===== config.mk =====
export PLATFORM = sky130hd
export DESIGN_NAME = ultrasonic_echo_ranging_sequencer_flat
export DESIGN_NICKNAME = d
export VERILOG_FILES = /design/src/rtl/uers_pkg.sv /design/src/rtl/uers_cmd_if.sv /design/src/rtl/ultrasonic_echo_ranging_sequencer.sv /design/src/rtl/uers_range_calc.sv /design/src/rtl/uers_ctrl.sv /design/src/flat_wrapper.sv
export SDC_FILE = /design/constraint.sdc
export NUM_CORES = 1
export LEC_CHECK = 0
export BUFFER_PORTS_ARGS = -buffer_cell sky130_fd_sc_hd__buf_4
export CELL_PAD_IN_SITES_DETAIL_PLACEMENT = 1
export CELL_PAD_IN_SITES_GLOBAL_PLACEMENT = 2
export CORE_ASPECT_RATIO = 0.9
export CORE_MARGIN = 2
export CORE_UTILIZATION = 38
export DETAILED_ROUTE_END_ITERATION = 12
export PLACE_DENSITY_LB_ADDON = 0.1
export SYNTH_ARGS = -nofsm -noshare
export SYNTH_HDL_FRONTEND = slang
export SYNTH_SLANG_ARGS = --single-unit

===== constraint.sdc =====
create_clock -name clk -period 5.4 [get_ports clk]
set_clock_uncertainty 0.1 [all_clocks]
set_input_delay 1.08 -clock clk [delete_from_list [all_inputs] [get_ports clk]]
set_output_delay 1.08 -clock clk [all_outputs]
set_load 0.05 [all_outputs]

===== src/rtl/uers_pkg.sv =====
// Shared types and constants for the ultrasonic echo ranging sequencer.
// Depends on nothing; every other file of the block uses it by scoped names.
package uers_pkg;

	// Timer width; the stamp field carries up to 16 bits of it
	localparam int unsigned STAMP_BITS   = 16;
	localparam int unsigned SENSOR_COUNT = 4;
	localparam int unsigned STAMP_W      = 16;
	localparam int unsigned USED_BITS    = (STAMP_BITS < STAMP_W) ? STAMP_BITS : STAMP_W;
	localparam int unsigned SENSOR_W     = $clog2(SENSOR_COUNT);

	// Speed of sound scaling: travel time * 343 / 2 gives micrometres
	localparam int unsigned SOUND_NUM = 343;
	localparam int unsigned SOUND_DEN = 2;
	localparam int unsigned NUM_W     = $clog2(SOUND_NUM + 1);
	localparam int unsigned DIST_W    = 24;
	localparam logic [DIST_W-1:0] DIST_MAX = {DIST_W{1'b1}};

	typedef enum logic [1:0] {
		FUNC_START = 2'd0,
		FUNC_EDGE  = 2'd1,
		FUNC_READ  = 2'd2,
		FUNC_NONE  = 2'd3
	} func_t;

	typedef enum logic [SENSOR_W-1:0] {
		POS_FRONT = 2'd0,
		POS_BACK  = 2'd1,
		POS_LEFT  = 2'd2,
		POS_RIGHT = 2'd3
	} sensor_t;

	// One command held in the input register
	typedef struct packed {
		func_t               func;
		sensor_t             sensor;
		logic [STAMP_W-1:0]  stamp;
	} cmd_t;

	// One result as computed and held in the output register
	typedef struct packed {
		logic                trig_fire;
		logic [SENSOR_W-1:0] trig_sensor;
		logic                done_res;
		logic [SENSOR_W-1:0] done_sensor;
		logic                sample_kept;
		logic                read_valid;
		logic [DIST_W-1:0]   distance_um;
	} res_t;

endpackage


===== src/rtl/uers_cmd_if.sv =====
// Valid/ready channel interfaces for commands and results.
// Depends on uers_pkg for field widths.
interface uers_cmd_if;
	logic                          valid;
	logic                          ready;
	logic [1:0]                    func;
	logic [uers_pkg::SENSOR_W-1:0] sensor;
	logic [uers_pkg::STAMP_W-1:0]  stamp;

	modport source (output valid, output func, output sensor, output stamp, input ready);
	modport sink   (input valid, input func, input sensor, input stamp, output ready);
endinterface

interface uers_res_if;
	logic                          valid;
	logic                          ready;
	logic                          trig_fire;
	logic [uers_pkg::SENSOR_W-1:0] trig_sensor;
	logic                          done_res;
	logic [uers_pkg::SENSOR_W-1:0] done_sensor;
	logic                          sample_kept;
	logic                          read_valid;
	logic [uers_pkg::DIST_W-1:0]   distance_um;

	modport source (output valid, output trig_fire, output trig_sensor, output done_res,
		output done_sensor, output sample_kept, output read_valid, output distance_um,
		input ready);
	modport sink (input valid, input trig_fire, input trig_sensor, input done_res,
		input done_sensor, input sample_kept, input read_valid, input distance_um,
		output ready);
endinterface


===== src/rtl/ultrasonic_echo_ranging_sequencer.sv =====
// Top level of the ultrasonic echo ranging sequencer: input and result registers
// around the control logic. Depends on uers_pkg, uers_cmd_if/uers_res_if, uers_ctrl.
//
// Usage:
//   cmd (sink) takes one command per transfer: func start / edge / read, the
//   sensor index and the timer stamp of an echo edge. res (source) returns
//   exactly one result per command, in order.
//   A command passes through the input register and then the result register
//   before its result shows on res.
//   Throughput: one command per cycle while res takes results; the state
//   update and the constant multiply for a read both fit between the input and result registers.
//   A command that follows a write of its sensor sees the new value.
//   Stall: when res.ready is low the result holds, the input register still
//   takes one more command, and cmd.ready then drops until res moves again.
//   Reset (arst_n low): both registers empty, nothing armed, all stored travel
//   times zero; no result is pending.
//   The back sensor has no trigger line: starting it arms it without a pulse.
module ultrasonic_echo_ranging_sequencer (
	input logic       clk,
	input logic       arst_n,
	uers_cmd_if.sink  cmd,
	uers_res_if.source res
);
	logic             cmd_valid_s1;
	uers_pkg::cmd_t   cmd_s1;
	logic             res_valid_s2;
	uers_pkg::res_t   res_s2;
	uers_pkg::res_t   res_next;
	logic             load_s2;
	logic             adv;

	// Result register loads when empty or being drained
	assign load_s2   = !res_valid_s2 || res.ready;
	assign adv       = cmd_valid_s1 && load_s2;
	assign cmd.ready = !cmd_valid_s1 || load_s2;

	// Hold the accepted command
	always_ff @(posedge clk or negedge arst_n) begin
		if (!arst_n) begin
			cmd_valid_s1 <= 1'b0;
		end else if (cmd.ready) begin
			cmd_valid_s1 <= cmd.valid;
		end
	end

	always_ff @(posedge clk) begin
		if (cmd.ready && cmd.valid) begin
			cmd_s1.func   <= uers_pkg::func_t'(cmd.func);
			cmd_s1.sensor <= uers_pkg::sensor_t'(cmd.sensor);
			cmd_s1.stamp  <= cmd.stamp;
		end
	end

	uers_ctrl u_ctrl (
		.clk    (clk),
		.arst_n (arst_n),
		.adv    (adv),
		.cmd    (cmd_s1),
		.res    (res_next)
	);

	// Hold the result until the transfer completes
	always_ff @(posedge clk or negedge arst_n) begin
		if (!arst_n) begin
			res_valid_s2 <= 1'b0;
		end else if (load_s2) begin
			res_valid_s2 <= cmd_valid_s1;
		end
	end

	always_ff @(posedge clk) begin
		if (adv) begin
			res_s2 <= res_next;
		end
	end

	assign res.valid       = res_valid_s2;
	assign res.trig_fire   = res_s2.trig_fire;
	assign res.trig_sensor = res_s2.trig_sensor;
	assign res.done_res    = res_s2.done_res;
	assign res.done_sensor = res_s2.done_sensor;
	assign res.sample_kept = res_s2.sample_kept;
	assign res.read_valid  = res_s2.read_valid;
	assign res.distance_um = res_s2.distance_um;

	// A read result never carries trigger or completion flags
	a_read_alone: assert property (@(posedge clk) disable iff (!arst_n)
		(res_valid_s2 && res_s2.read_valid) |-> (!res_s2.trig_fire && !res_s2.done_res))
		else $error("read result mixed with event flags");

	// The back sensor is never triggered
	a_no_back_trig: assert property (@(posedge clk) disable iff (!arst_n)
		(res_valid_s2 && res_s2.trig_fire) |->
		(res_s2.trig_sensor != uers_pkg::POS_BACK))
		else $error("trigger fired on back sensor");

	// A kept sample only comes with a completion
	a_kept_done: assert property (@(posedge clk) disable iff (!arst_n)
		(res_valid_s2 && res_s2.sample_kept) |-> res_s2.done_res)
		else $error("sample kept without completion");

	// A stalled result stays pending and the input register does not advance
	a_stall_hold: assert property (@(posedge clk) disable iff (!arst_n)
		(res_valid_s2 && !res.ready && cmd_valid_s1) |=> (res_valid_s2 && cmd_valid_s1))
		else $error("pipeline lost an item during stall");
endmodule


===== src/rtl/uers_range_calc.sv =====
// Converts a stored travel time into micrometres (time * 343 / 2, saturated).
// Depends on uers_pkg.
module uers_range_calc (
	input  logic [uers_pkg::USED_BITS-1:0] travel,
	output logic [uers_pkg::DIST_W-1:0]    distance_um
);
	localparam int unsigned PROD_W = uers_pkg::USED_BITS + uers_pkg::NUM_W;
	localparam int unsigned HALF_W = PROD_W - 1;
	localparam int unsigned WIDE_W = (HALF_W > uers_pkg::DIST_W) ? HALF_W : uers_pkg::DIST_W;

	logic [PROD_W-1:0] prod;
	logic [WIDE_W-1:0] wide;

	// Multiply by the constant, halve, clamp to the field
	always_comb begin
		prod = PROD_W'(travel) * PROD_W'(uers_pkg::SOUND_NUM);
		wide = WIDE_W'(prod / uers_pkg::SOUND_DEN);
		if (wide > WIDE_W'(uers_pkg::DIST_MAX)) begin
			distance_um = uers_pkg::DIST_MAX;
		end else begin
			distance_um = wide[uers_pkg::DIST_W-1:0];
		end
	end
endmodule


===== src/rtl/uers_ctrl.sv =====
// Arming, edge capture, chaining and travel-time store for the four sensors.
// Depends on uers_pkg and uers_range_calc.
module uers_ctrl (
	input  logic             clk,
	input  logic             arst_n,
	input  logic             adv,
	input  uers_pkg::cmd_t   cmd,
	output uers_pkg::res_t   res
);
	localparam int unsigned UB = uers_pkg::USED_BITS;

	logic                    armed_q, armed_d;
	uers_pkg::sensor_t       armed_sensor_q, armed_sensor_d;
	logic                    rise_seen_q, rise_seen_d;
	logic [UB-1:0]           rise_stamp_q, rise_stamp_d;
	logic [UB-1:0]           travel_q [uers_pkg::SENSOR_COUNT];
	logic                    tt_we;
	logic [UB-1:0]           tt_wdata;
	logic [UB-1:0]           stamp;
	logic [uers_pkg::DIST_W-1:0] range_um;

	assign stamp = cmd.stamp[UB-1:0];

	uers_range_calc u_range (
		.travel      (travel_q[cmd.sensor]),
		.distance_um (range_um)
	);

	// Decode the command, compute the result and the next state
	always_comb begin
		res            = '0;
		armed_d        = armed_q;
		armed_sensor_d = armed_sensor_q;
		rise_seen_d    = rise_seen_q;
		rise_stamp_d   = rise_stamp_q;
		tt_we          = 1'b0;
		tt_wdata       = stamp - rise_stamp_q;
		unique case (cmd.func)
			uers_pkg::FUNC_START: begin
				armed_d        = 1'b1;
				armed_sensor_d = cmd.sensor;
				rise_seen_d    = 1'b0;
				if (cmd.sensor != uers_pkg::POS_BACK) begin
					res.trig_fire   = 1'b1;
					res.trig_sensor = cmd.sensor;
				end
			end
			uers_pkg::FUNC_EDGE: begin
				if (armed_q && armed_sensor_q == cmd.sensor) begin
					if (!rise_seen_q) begin
						rise_stamp_d = stamp;
						rise_seen_d  = 1'b1;
					end else begin
						res.done_res    = 1'b1;
						res.done_sensor = cmd.sensor;
						// Keep only a strictly later fall; a wrap is dropped
						if (stamp > rise_stamp_q) begin
							tt_we           = 1'b1;
							res.sample_kept = 1'b1;
						end
						rise_seen_d = 1'b0;
						armed_d     = 1'b0;
						// Chain left to front, front to right
						if (cmd.sensor == uers_pkg::POS_LEFT) begin
							armed_d         = 1'b1;
							armed_sensor_d  = uers_pkg::POS_FRONT;
							res.trig_fire   = 1'b1;
							res.trig_sensor = uers_pkg::POS_FRONT;
						end else if (cmd.sensor == uers_pkg::POS_FRONT) begin
							armed_d         = 1'b1;
							armed_sensor_d  = uers_pkg::POS_RIGHT;
							res.trig_fire   = 1'b1;
							res.trig_sensor = uers_pkg::POS_RIGHT;
						end
					end
				end
			end
			uers_pkg::FUNC_READ: begin
				res.read_valid  = 1'b1;
				res.distance_um = range_um;
			end
			default: begin
			end
		endcase
	end

	// Commit state when the command moves to the result register
	always_ff @(posedge clk or negedge arst_n) begin
		if (!arst_n) begin
			armed_q        <= 1'b0;
			armed_sensor_q <= uers_pkg::POS_FRONT;
			rise_seen_q    <= 1'b0;
			rise_stamp_q   <= '0;
			for (int i = 0; i < uers_pkg::SENSOR_COUNT; i++) begin
				travel_q[i] <= '0;
			end
		end else if (adv) begin
			armed_q        <= armed_d;
			armed_sensor_q <= armed_sensor_d;
			rise_seen_q    <= rise_seen_d;
			rise_stamp_q   <= rise_stamp_d;
			if (tt_we) begin
				travel_q[cmd.sensor] <= tt_wdata;
			end
		end
	end

	// A captured rise implies a sensor is armed
	a_rise_needs_arm: assert property (@(posedge clk) disable iff (!arst_n)
		rise_seen_q |-> armed_q)
		else $error("rise captured with no sensor armed");

	// A completion always disarms unless the chain rearms the next sensor
	a_done_disarm: assert property (@(posedge clk) disable iff (!arst_n)
		(adv && res.done_res && !res.trig_fire) |=> !armed_q)
		else $error("sensor still armed after completion");
endmodule


===== src/flat_wrapper.sv =====
// flat-port wrapper written by rule: the top's interface ports become plain ports
module ultrasonic_echo_ranging_sequencer_flat 
  (clk, arst_n, cmd_valid, cmd_func, cmd_sensor, cmd_stamp, cmd_ready, res_valid, res_trig_fire, res_trig_sensor, res_done_res, res_done_sensor, res_sample_kept, res_read_valid, res_distance_um, res_ready);
  uers_cmd_if cmd_i ();
  uers_res_if res_i ();
  input logic clk;
  input logic arst_n;
  input wire logic [$bits(cmd_i.valid)-1:0] cmd_valid;
  input wire logic [$bits(cmd_i.func)-1:0] cmd_func;
  input wire logic [$bits(cmd_i.sensor)-1:0] cmd_sensor;
  input wire logic [$bits(cmd_i.stamp)-1:0] cmd_stamp;
  output wire logic [$bits(cmd_i.ready)-1:0] cmd_ready;
  output wire logic [$bits(res_i.valid)-1:0] res_valid;
  output wire logic [$bits(res_i.trig_fire)-1:0] res_trig_fire;
  output wire logic [$bits(res_i.trig_sensor)-1:0] res_trig_sensor;
  output wire logic [$bits(res_i.done_res)-1:0] res_done_res;
  output wire logic [$bits(res_i.done_sensor)-1:0] res_done_sensor;
  output wire logic [$bits(res_i.sample_kept)-1:0] res_sample_kept;
  output wire logic [$bits(res_i.read_valid)-1:0] res_read_valid;
  output wire logic [$bits(res_i.distance_um)-1:0] res_distance_um;
  input wire logic [$bits(res_i.ready)-1:0] res_ready;
  assign cmd_i.valid = cmd_valid;
  assign cmd_i.func = cmd_func;
  assign cmd_i.sensor = cmd_sensor;
  assign cmd_i.stamp = cmd_stamp;
  assign cmd_ready = cmd_i.ready;
  assign res_valid = res_i.valid;
  assign res_trig_fire = res_i.trig_fire;
  assign res_trig_sensor = res_i.trig_sensor;
  assign res_done_res = res_i.done_res;
  assign res_done_sensor = res_i.done_sensor;
  assign res_sample_kept = res_i.sample_kept;
  assign res_read_valid = res_i.read_valid;
  assign res_distance_um = res_i.distance_um;
  assign res_i.ready = res_ready;
  ultrasonic_echo_ranging_sequencer u_core (.clk(clk), .arst_n(arst_n), .cmd(cmd_i), .res(res_i));
endmodule

# Yosys cells after proc, flatten, opt, wreduce, memory -nomap -nowiden
# Cells that the tools add are included.
# classes
n_reduce_logical	18
mux	31
n_mul	1
n_lt_le_gt_ge	4
shift	0
n_bitwise	2
n_eq_ne	8
addsub	1
n_div	0
# ops
cell	n
$bwmux 64	1
$mux 16	3
$bmux 16 s2	1
$demux 16 s2	1
$mul 16x9->25 const B	1
$mux 25	1
$gt 24x24->1 const B	1
$mux 24	1
$gt 16x16->1	1
$sub 16x16->16	1
$mux 7	2
$mux 1	10
$mux 3	3
$mux 2	4
$reduce_and 4->1	2
$pmux 3 s2	1
$reduce_and 3->1	2
$reduce_and 5->1	1
$eq 2x2->1 const B	2
$logic_and 1x1->1	4
$logic_not 2->1	2
$ne 2x2->1 const B	2
$pmux 1 s2	2
$pmux 2 s2	1
12 further kinds	15
# totals
word_cells	85
mem_bits_rw	0
latch_bits	0
memories	0
mem_bits_ro	0
inputBits	24
reg_bits	138

# Longest topological paths before layout
# Gate-level depths: netlist of the first run.
# logic_depth
word_depth	8
mapped_depth	20

# Hierarchy
# A second synthesis of the first run with hierarchy kept.
# hier_totals
cells_unflattened	825
hier_area_um2	9723.1
# modules_own_cells
module	cells_each	n_inst	area_per_inst_um2	seq_area_each_um2
uers_ctrl	412	1	4939.7	2102.0
uers_range_calc	353	1	3118.0	0.0
ultrasonic_echo_ranging_sequencer	60	1	1665.3	1611.5

# Worst setup path before layout of the first run
# OpenSTA, ideal clock, no wires.
# synth_path
path_kind	register -> register
start	register u_core.cmd_s1[16] (netlist bit)
end	register u_core.res_s2, in the netlist u_core.res.distance_um[23], data pin
path_buffers	2
setup_slack_ps	-88
arrival_ps	5241
path_stages_with_launch	18
required_time_ps	5153
cell_sequence	edfxtp_1 buf_6 clkbuf_1 mux4_2 ha_1 fa_1 inv_1 fa_1 fa_1 inv_1 ha_1 a21oi_1 o21bai_1 a21o_1 a221o_1 a21o_1 or3_1 a21oi_1
# synth_between
elab_chain_cells	7
# synth_rtl
item	line_no	rtl
start: declaration	ultrasonic_echo_ranging_sequencer.sv:25	uers_pkg::cmd_t cmd_s1;
$not 2->3 (not written as such) *	uers_ctrl.sv:25	.travel (travel_q[cmd.sensor]),
$bmux 16 s2 *	uers_ctrl.sv:25	
$mux 16 (not written as such) * (2 in series)	uers_ctrl.sv:25	
$mul 16x9->25 *	uers_range_calc.sv:16	prod = PROD_W'(travel) * PROD_W'(uers_pkg::SOUND_NUM);
$gt 24x24->1	uers_range_calc.sv:18	if (wide > WIDE_W'(uers_pkg::DIST_MAX)) begin
$mux 24 *	uers_range_calc.sv:18	
end signal: assignment	ultrasonic_echo_ranging_sequencer.sv:73	res_s2 <= res_next;
end: declaration	ultrasonic_echo_ranging_sequencer.sv:27	uers_pkg::res_t res_s2;
# Every way passes the cells marked *; elsewhere a longest branch is shown, timed or not. The select of a mux whose other input is x is not followed.
# A chain may end at the register's enable or synchronous reset.

# Worst setup path after layout of the first run
# Ends and elaborated chain as after synthesis.

==> metrics.csv, run 1 <==
metric;value;unit
outcome;finished clean;
type of origin of the critical path;register;
htree depth;4;
Total GRT Usage;16.6;%
post-synth cell types;58;
largest net degree at the start of global routing;68;
final period utilization;96.2;%
Die Area;26000;um2
# DRC;0;
CTS Buf Count;17;
global route overflow;0;
sequential-to-total area share from yosys stat;39.5;%
Die Y;153;um
first-pass GRT wire length;34400;um
fin crit period;5.20;ns
Yosys reg bits;138;
Synth area leaders;dfrtp_1 23%, edfxtp_1 17%, ha_1 12%;
Post-Place Cells;1188;
HPWL Detailed;15400;um
Achievable Freq;192;MHz
Post-Syn Area per Cell;11.4;um2
Peak VDD IR;0.153;mV
port buffer count;57;
fraction of layout cells with a size suffix above 1;22.4;%
MaxCap Viol Count;0;
Fin. Hold Viols;0;
post-synthesis net count;989;
slew margin rel.;41.1;%
CTS Sinks;138;
P&R area growth vs syn;17.2;%
Synth area leader;dfrtp_1;
Pre-Repair DR Iteration Count;4;
deepest clock path buffer count;2;
leak pwr;0.00546;uW
DRT antenna net count;0;
initial antenna violation count;0;
Post-CTS Hold Fix Bufs;0;
setup violators final;0;
WP data arrival;5.37;ns
critical path type;register to register;
Die X-Extent;170;um
clock-pin slew on the worst setup and hold paths;0.07;ns
initial drt markers;176;
Crit path required time;5.57;ns
I/O pin count;58;
initial core utilization;38.7;%
Pwr per Cell Area;322;nW/um2
HP Start;u_core.u_ctrl.travel_q[49];
Mapped Area;9400;um2
ys async rst share;62.3;%
vias;6151;
vias per std cell;4.98;
TritonCTS clock tree;done;
DP Worst Slack;-0.0647;ns
root buffer cell;clkbuf_16;
worst skew pair latency;0.42;ns
Site Rows;54;
non-filler cells, final;1236;
Post-Route Utilization;45.4;%
critical path endpoint category;register;
share of the synthesized area in the top cell type;22.9;%
HP Class;register to register;
cells after synthesis;824;
WL per Instance;16.2;um
Diodes inserted;0;
EDFF count, synth;52;
Slew @ Worst Pin;0.884;ns
core area;24300;um2
Pwr Total;3550;uW
synth warn;0;
GP Congestion;0.781;
fin. max-slew vios;0;
final net count;1080;
routed wire length;20000;um
final worst setup slack;0.204;ns
CP max FO;11;
vias in the first global route;6980;
worst hold margin;0.377;ns
Reg-to-Reg Start;u_core.cmd_s1[16];
ys flop type;dfrtp_1;
origin of the worst setup path;u_core.cmd_s1[16];
[layer usage]
layer	wire length (um)	vias up	global-route usage, %
li1	-	3004	-
met1	9190	3057	20.8
met2	10200	77	29.4
met3	436	13	2.74
met4	203	0	4.68
met5	0	-	0
[cell type report]
cell class	count	area, um2
Fill cell	2576	13200
Multi-Input combinational cell	535	5110
Sequential cell	138	3710
Timing Repair Buffer	92	728
Inverter	131	492
Clock buffer	20	479
Tap cell	308	385
Clock inverter	12	100
[cells in the final DEF, fill, tap and decap left out, drive strengths merged, types with 7 or more instances in the layout]
master | netlist | layout
and2 | 9 | 9
nor2b | 9 | 9
clkbuf | 8 | 20
mux4 | 16 | 16
xor2 | 10 | 10
o21ai | 45 | 45
inv | 130 | 137
nor2 | 31 | 31
mux2 | 53 | 53
edfxtp | 52 | 52
nand3 | 9 | 9
o21bai | 8 | 8
ha | 89 | 89
a21oi | 34 | 34
fa | 52 | 52
nand2 | 57 | 57
nand4 | 7 | 7
nand2b | 7 | 7
a21o | 15 | 15
nor3 | 12 | 12
dfrtp | 86 | 86
buf | 12 | 92
xnor2 | 16 | 16
[power by group]
| group | internal, uW | leakage, uW | switching (uW) |
|---|---|---|---|
| combinational | 415 | 0.00352 | 744 |
| sequential | 1200 | 0.00166 | 42.6 |
| clock | 655 | 0.000285 | 490 |
| total | 2270 | 0.00546 | 1280 |
[state kept, by name, summed over array words and instances (netlist names)]
signal,count
u_core.u_ctrl.rise_stamp_q,16
u_core.res.read_valid,1
u_core.res.valid,1
u_core.res.done_res,1
u_core.cmd_valid_s1,1
u_core.u_ctrl.rise_seen_q,1
u_core.res.distance_um,24
u_core.res.done_sensor,2
u_core.res.trig_fire,1
u_core.cmd_s1,20
u_core.u_ctrl.travel_q,64
u_core.u_ctrl.armed_q,1
u_core.res.sample_kept,1
u_core.res.trig_sensor,2
u_core.u_ctrl.armed_sensor_q,2
[synthesized netlist by cell type (4+ instances only)]
library cell    n
a21o_1         15
a21oi_1        34
a31oi_1         6
and2_1          9
and3_1          4
buf_1           4
buf_6           5
clkbuf_1        8
dfrtp_1        86
edfxtp_1       52
fa_1           52
ha_1           89
inv_1         130
mux2_1          4
mux2_2         42
mux2_4          7
mux4_2         16
nand2_1        55
nand2b_1        7
nand3_1         7
nand4_1         6
nand4b_1        4
nor2_1         31
nor2b_1         9
nor3_1         12
o21a_1          6
o21ai_0        45
o21bai_1        8
xnor2_1        16
xor2_1         10
[worst paths after layout]
path                            cells past startpoint  slack [ns]                             end
max in group asynchronous                           2        3.64      u_core.u_ctrl.travel_q[35]
min in group asynchronous                           1        0.43  u_core.u_ctrl.rise_stamp_q[15]
worst min register to register                      2        0.38      u_core.u_ctrl.travel_q[49]
worst max-delay path                               17        0.20      u_core.res.distance_um[23]
worst max register to register                     17        0.20      u_core.res.distance_um[23]
worst min-delay path                                2        0.38      u_core.u_ctrl.travel_q[49]
[what timing repair did]
item                                    in CTS  in global routing
setup buffers                                0                 16
gates cloned                                 0                  0
resized for setup                            1                 16
endpoints found under the setup margin       1                 11
pin swaps                                    0                  4
[metrics by stage]
step / area, um2 / TNS [ns]
floorplan: 9400 / 0
global placement: 10300 / 0
detailed placement: 10300 / -0.0647
CTS: 10800 / 0
global route: 11000 / -0.217
finish: 11000 / 0
[worst max-delay path: stages, from the launching register on]
cell	delay, ns
edfxtp_1	0.37
buf_12	0.16
buf_4	0.16
mux4_2	0.57
buf_4	0.21
fa_1	0.49
ha_1	0.33
fa_1	0.48
inv_1	0.06
fa_1	0.53
inv_1	0.04
ha_1	0.36
nand2_1	0.14
a21oi_1	0.08
nor3_1	0.37
a211oi_2	0.13
or3_1	0.32
a21oi_1	0.14
[cells by family (layout without fill, tap and decap cells)]
logic type | count (synthesis) | after routing | synth area share [%]
AND/OR/NAND/NOR | 163 | 163 | 9.11
flip-flops | 138 | 138 | 39.5
XOR/XNOR | 26 | 26 | 2.42
multiplexers | 71 | 71 | 10.7
buffers and inverters | 151 | 255 | 6.63
AO/OA/AOI/OAI | 134 | 134 | 8.73
adder cells (fa/ha/maj) | 141 | 141 | 22.9
No activity file was read; power rests on OpenSTA's default activity.
==> run 2: changes to the inputs <==
--- a/config.mk
+++ b/config.mk
@@ -10,9 +10,10 @@
 export CELL_PAD_IN_SITES_GLOBAL_PLACEMENT = 2
 export CORE_ASPECT_RATIO = 0.9
 export CORE_MARGIN = 2
-export CORE_UTILIZATION = 38
+export CORE_UTILIZATION = 39
 export DETAILED_ROUTE_END_ITERATION = 12
 export PLACE_DENSITY_LB_ADDON = 0.1
 export SYNTH_ARGS = -nofsm -noshare
 export SYNTH_HDL_FRONTEND = slang
+export SYNTH_HIERARCHICAL = 1
 export SYNTH_SLANG_ARGS = --single-unit
==> constraint.sdc (replaced) <==
create_clock -name clk -period 5.4 [get_ports clk]
set_clock_uncertainty 0.1 [all_clocks]
set_input_delay 0.27 -clock clk [delete_from_list [all_inputs] [get_ports clk]]
set_output_delay 0.27 -clock clk [all_outputs]
set_load 0.05 [all_outputs]
==> metrics.csv, run 2 <==
metric;value;unit
outcome;finished clean;
root buffer cell;clkbuf_16;
Crit path required time;5.48;ns
Post-Syn Area per Cell;11.8;um2
unrepaired setup endpoints after global routing;yes;
HP Class;input port to register;
Synth area leader;dfrtp_1;
clock-pin slew on the worst setup and hold paths;0.07;ns
Synth Area in Compound Gates;8.40;%
routed wire length;20700;um
slew margin rel.;35.4;%
Fin. Hold Viols;0;
Mapped Area;9720;um2
initial drt markers;147;
type of origin of the critical path;register;
CTS Sinks;138;
P&R area growth vs syn;20.0;%
Pwr per Cell Area;514;nW/um2
largest family of logic cells by synthesized area;adder cells;
setup violators final;0;
synth cell count leaders;138 x inv_1, 89 x ha_1, 86 x dfrtp_1;
cells after synthesis;825;
MaxCap Viol Count;0;
Die X-Extent;170;um
Pwr Total;5990;uW
Simple-Gate Fraction of Synth Area;8.45;%
post-synthesis net count;990;
max reg flops;64;
worst skew pair latency;0.43;ns
fin. max-slew vios;0;
Yosys reg bits;138;
largest net degree at the start of global routing;65;
port buffer count;57;
TritonCTS clock tree;done;
Achievable Freq;188;MHz
Top reg by flops;u_core/u_ctrl/travel_q;
fin crit period;5.32;ns
vias;6256;
initial core utilization;39.9;%
mux share of post-synthesis cell area;13.0;%
# DRC;0;
worst path buffer plus inverter count;5;
GP Congestion;0.791;
Cell Area, Placed;10500;um2
CTS Buf Count;17;
most frequent cells in the layout;138 x inv_1, 91 x buf_4, 86 x dfrtp_1, 84 x ha_1, 62 x mux2_2;
CP cell instances;buf_4 -> buf_12 -> mux4_2 -> buf_4 -> ha_1 -> fa_1 -> fa_1 -> inv_1 -> fa_1 -> inv_1 -> ha_4 -> a21o_2 -> a31o_4 -> a31o_1 -> a311o_1 -> a21oi_2 -> xnor2_1 -> and2_1;
final-layout fill cell count;2560;
synth warn;6;
top-count cell post-synth;inv_1;
HPWL Detailed;15300;um
CP peak stage delay;0.55;ns
final net count;1100;
critical path's top delay family;adder cells;
share of the synthesized area in the top cell type;22.1;%
Die Y;154;um
critical path type;register to register;
Synth area leaders;dfrtp_1 22%, edfxtp_1 16%, ha_1 11%;
vias per std cell;4.87;
final period utilization;98.5;%
most used cell, CP;fa_1;
global route overflow;0;
Total GRT Usage;16.5;%
htree depth;4;
most common cell after layout, fill and taps aside;inv_1;
I/O pin count;58;
initial antenna violation count;0;
vias in the first global route;6781;
XOR/XNOR Fraction of Synth Area;2.70;%
critical path endpoint category;register;
Critical-path top delay cell;fa_1;
Pre-Repair DR Iteration Count;4;
Slew @ Worst Pin;0.970;ns
first-pass GRT wire length;34200;um
leak pwr;0.00572;uW
Post-Route Utilization;47.8;%
Peak VDD IR;0.242;mV
sequential-to-total area share from yosys stat;38.2;%
CP max FO;9;
EDFF count, synth;52;
Diodes inserted;0;
deepest clock path buffer count;2;
post-synth cell types;66;
final instance area;11700;um2
WP data arrival;5.39;ns
DRT antenna net count;0;
ys flop type;dfrtp_1;
core area;24400;um2
adder-cell area share of the yosys netlist;22.2;%
fraction of layout cells with a size suffix above 1;26.2;%
Site Rows;54;
ys async rst share;62.3;%
WL per Instance;16.1;um
Die Area;26200;um2
-- run 2: cells by family (layout without fill, tap and decap cells) --
family | after synthesis | count (layout)
xor gates and xnor gates | 30 | 30
AOI/OAI and AO/OA | 115 | 115
buffers and inverters | 164 | 287
and+or+nand+nor | 142 | 142
adders and majority gates | 141 | 141
muxes | 95 | 95
DFF | 138 | 138
-- run 2: worst paths after layout --
| check | startpoint | end | slack (ns) | cells past startpoint |
|---|---|---|---|---|
| setup reg to reg | u_core/cmd_s1[16] | u_core/res.distance_um[21] | 0.08 | 18 |
| max in group asynchronous | arst_n | u_core/u_ctrl/travel_q[27] | 3.89 | 3 |
| min in group asynchronous | arst_n | u_core/res.valid | 0.18 | 2 |
| setup / recovery | u_core/cmd_s1[16] | u_core/res.distance_um[21] | 0.08 | 18 |
| hold reg to reg | u_core/u_ctrl/travel_q[20] | u_core/u_ctrl/travel_q[20] | 0.40 | 1 |
| hold / removal | res_ready | u_core/res.valid | 0.02 | 3 |
-- run 2: repair_timing --
| item | CTS | global route |
|---|---|---|
| hold buffers | 22 | 0 |
| setup buffers | 2 | 20 |
| gates resized for setup | 2 | 18 |
| hold endpoints to repair | 43 | 0 |
| setup endpoints to repair | 10 | 12 |
| pin swaps | 0 | 6 |
| gates cloned | 0 | 1 |
-- run 2: power by group --
group          internal [uW]  switching (uW)
combinational           1460            1920
clock                    707             505
sequential              1310            90.3
-- run 2: worst register-to-register path: cells and delay by family, from the launching register on --
family / cells / cell delay [ns]
DFF: 1 / 0.37
and+or+nand+nor: 1 / 0.13
AOI/OAI and AO/OA: 5 / 1.16
buffers and inverters: 5 / 0.54
adders and majority gates: 5 / 2.15
muxes: 1 / 0.55
xor gates and xnor gates: 1 / 0.07
-- run 2: metrics by stage --
step / hold slack, ns / setup TNS, ns / cells / worst slack [ns]
finish: 0.0228 / 0 / 1284 / 0.0831
global route: 0.0311 / -0.210 / 1284 / -0.0917
CTS: 0.00570 / 0 / 1263 / 0.00900
detailed placement: 0.0963 / -0.447 / 1207 / -0.147
global placement: 0.0917 / -0.0110 / 1207 / -0.0110
floorplan: -0.126 / 0 / 825 / 0.0210
-- run 2: routing by layer --
layer | up-vias | track usage, % | part of all wire [%]
met3 | 17 | 2.65 | 1.9
met2 | 74 | 29.6 | 52
li1 | 3047 | - | -
met1 | 3118 | 20.7 | 45
met5 | - | 0 | 0
met4 | 0 | 4.48 | 1.2
-- run 2: layout make-up --
class | instances | area [um2] | share of cell area, %
flip-flops and latches | 138 | 3710 | 31.8
multi-input cells | 523 | 5440 | 46.6
inverters | 138 | 518 | 4.44
repair buffers | 117 | 980 | 8.40
well taps | 336 | 420 | 3.60
clock buffers | 19 | 443 | 3.80
clock inverters | 13 | 156 | 1.34
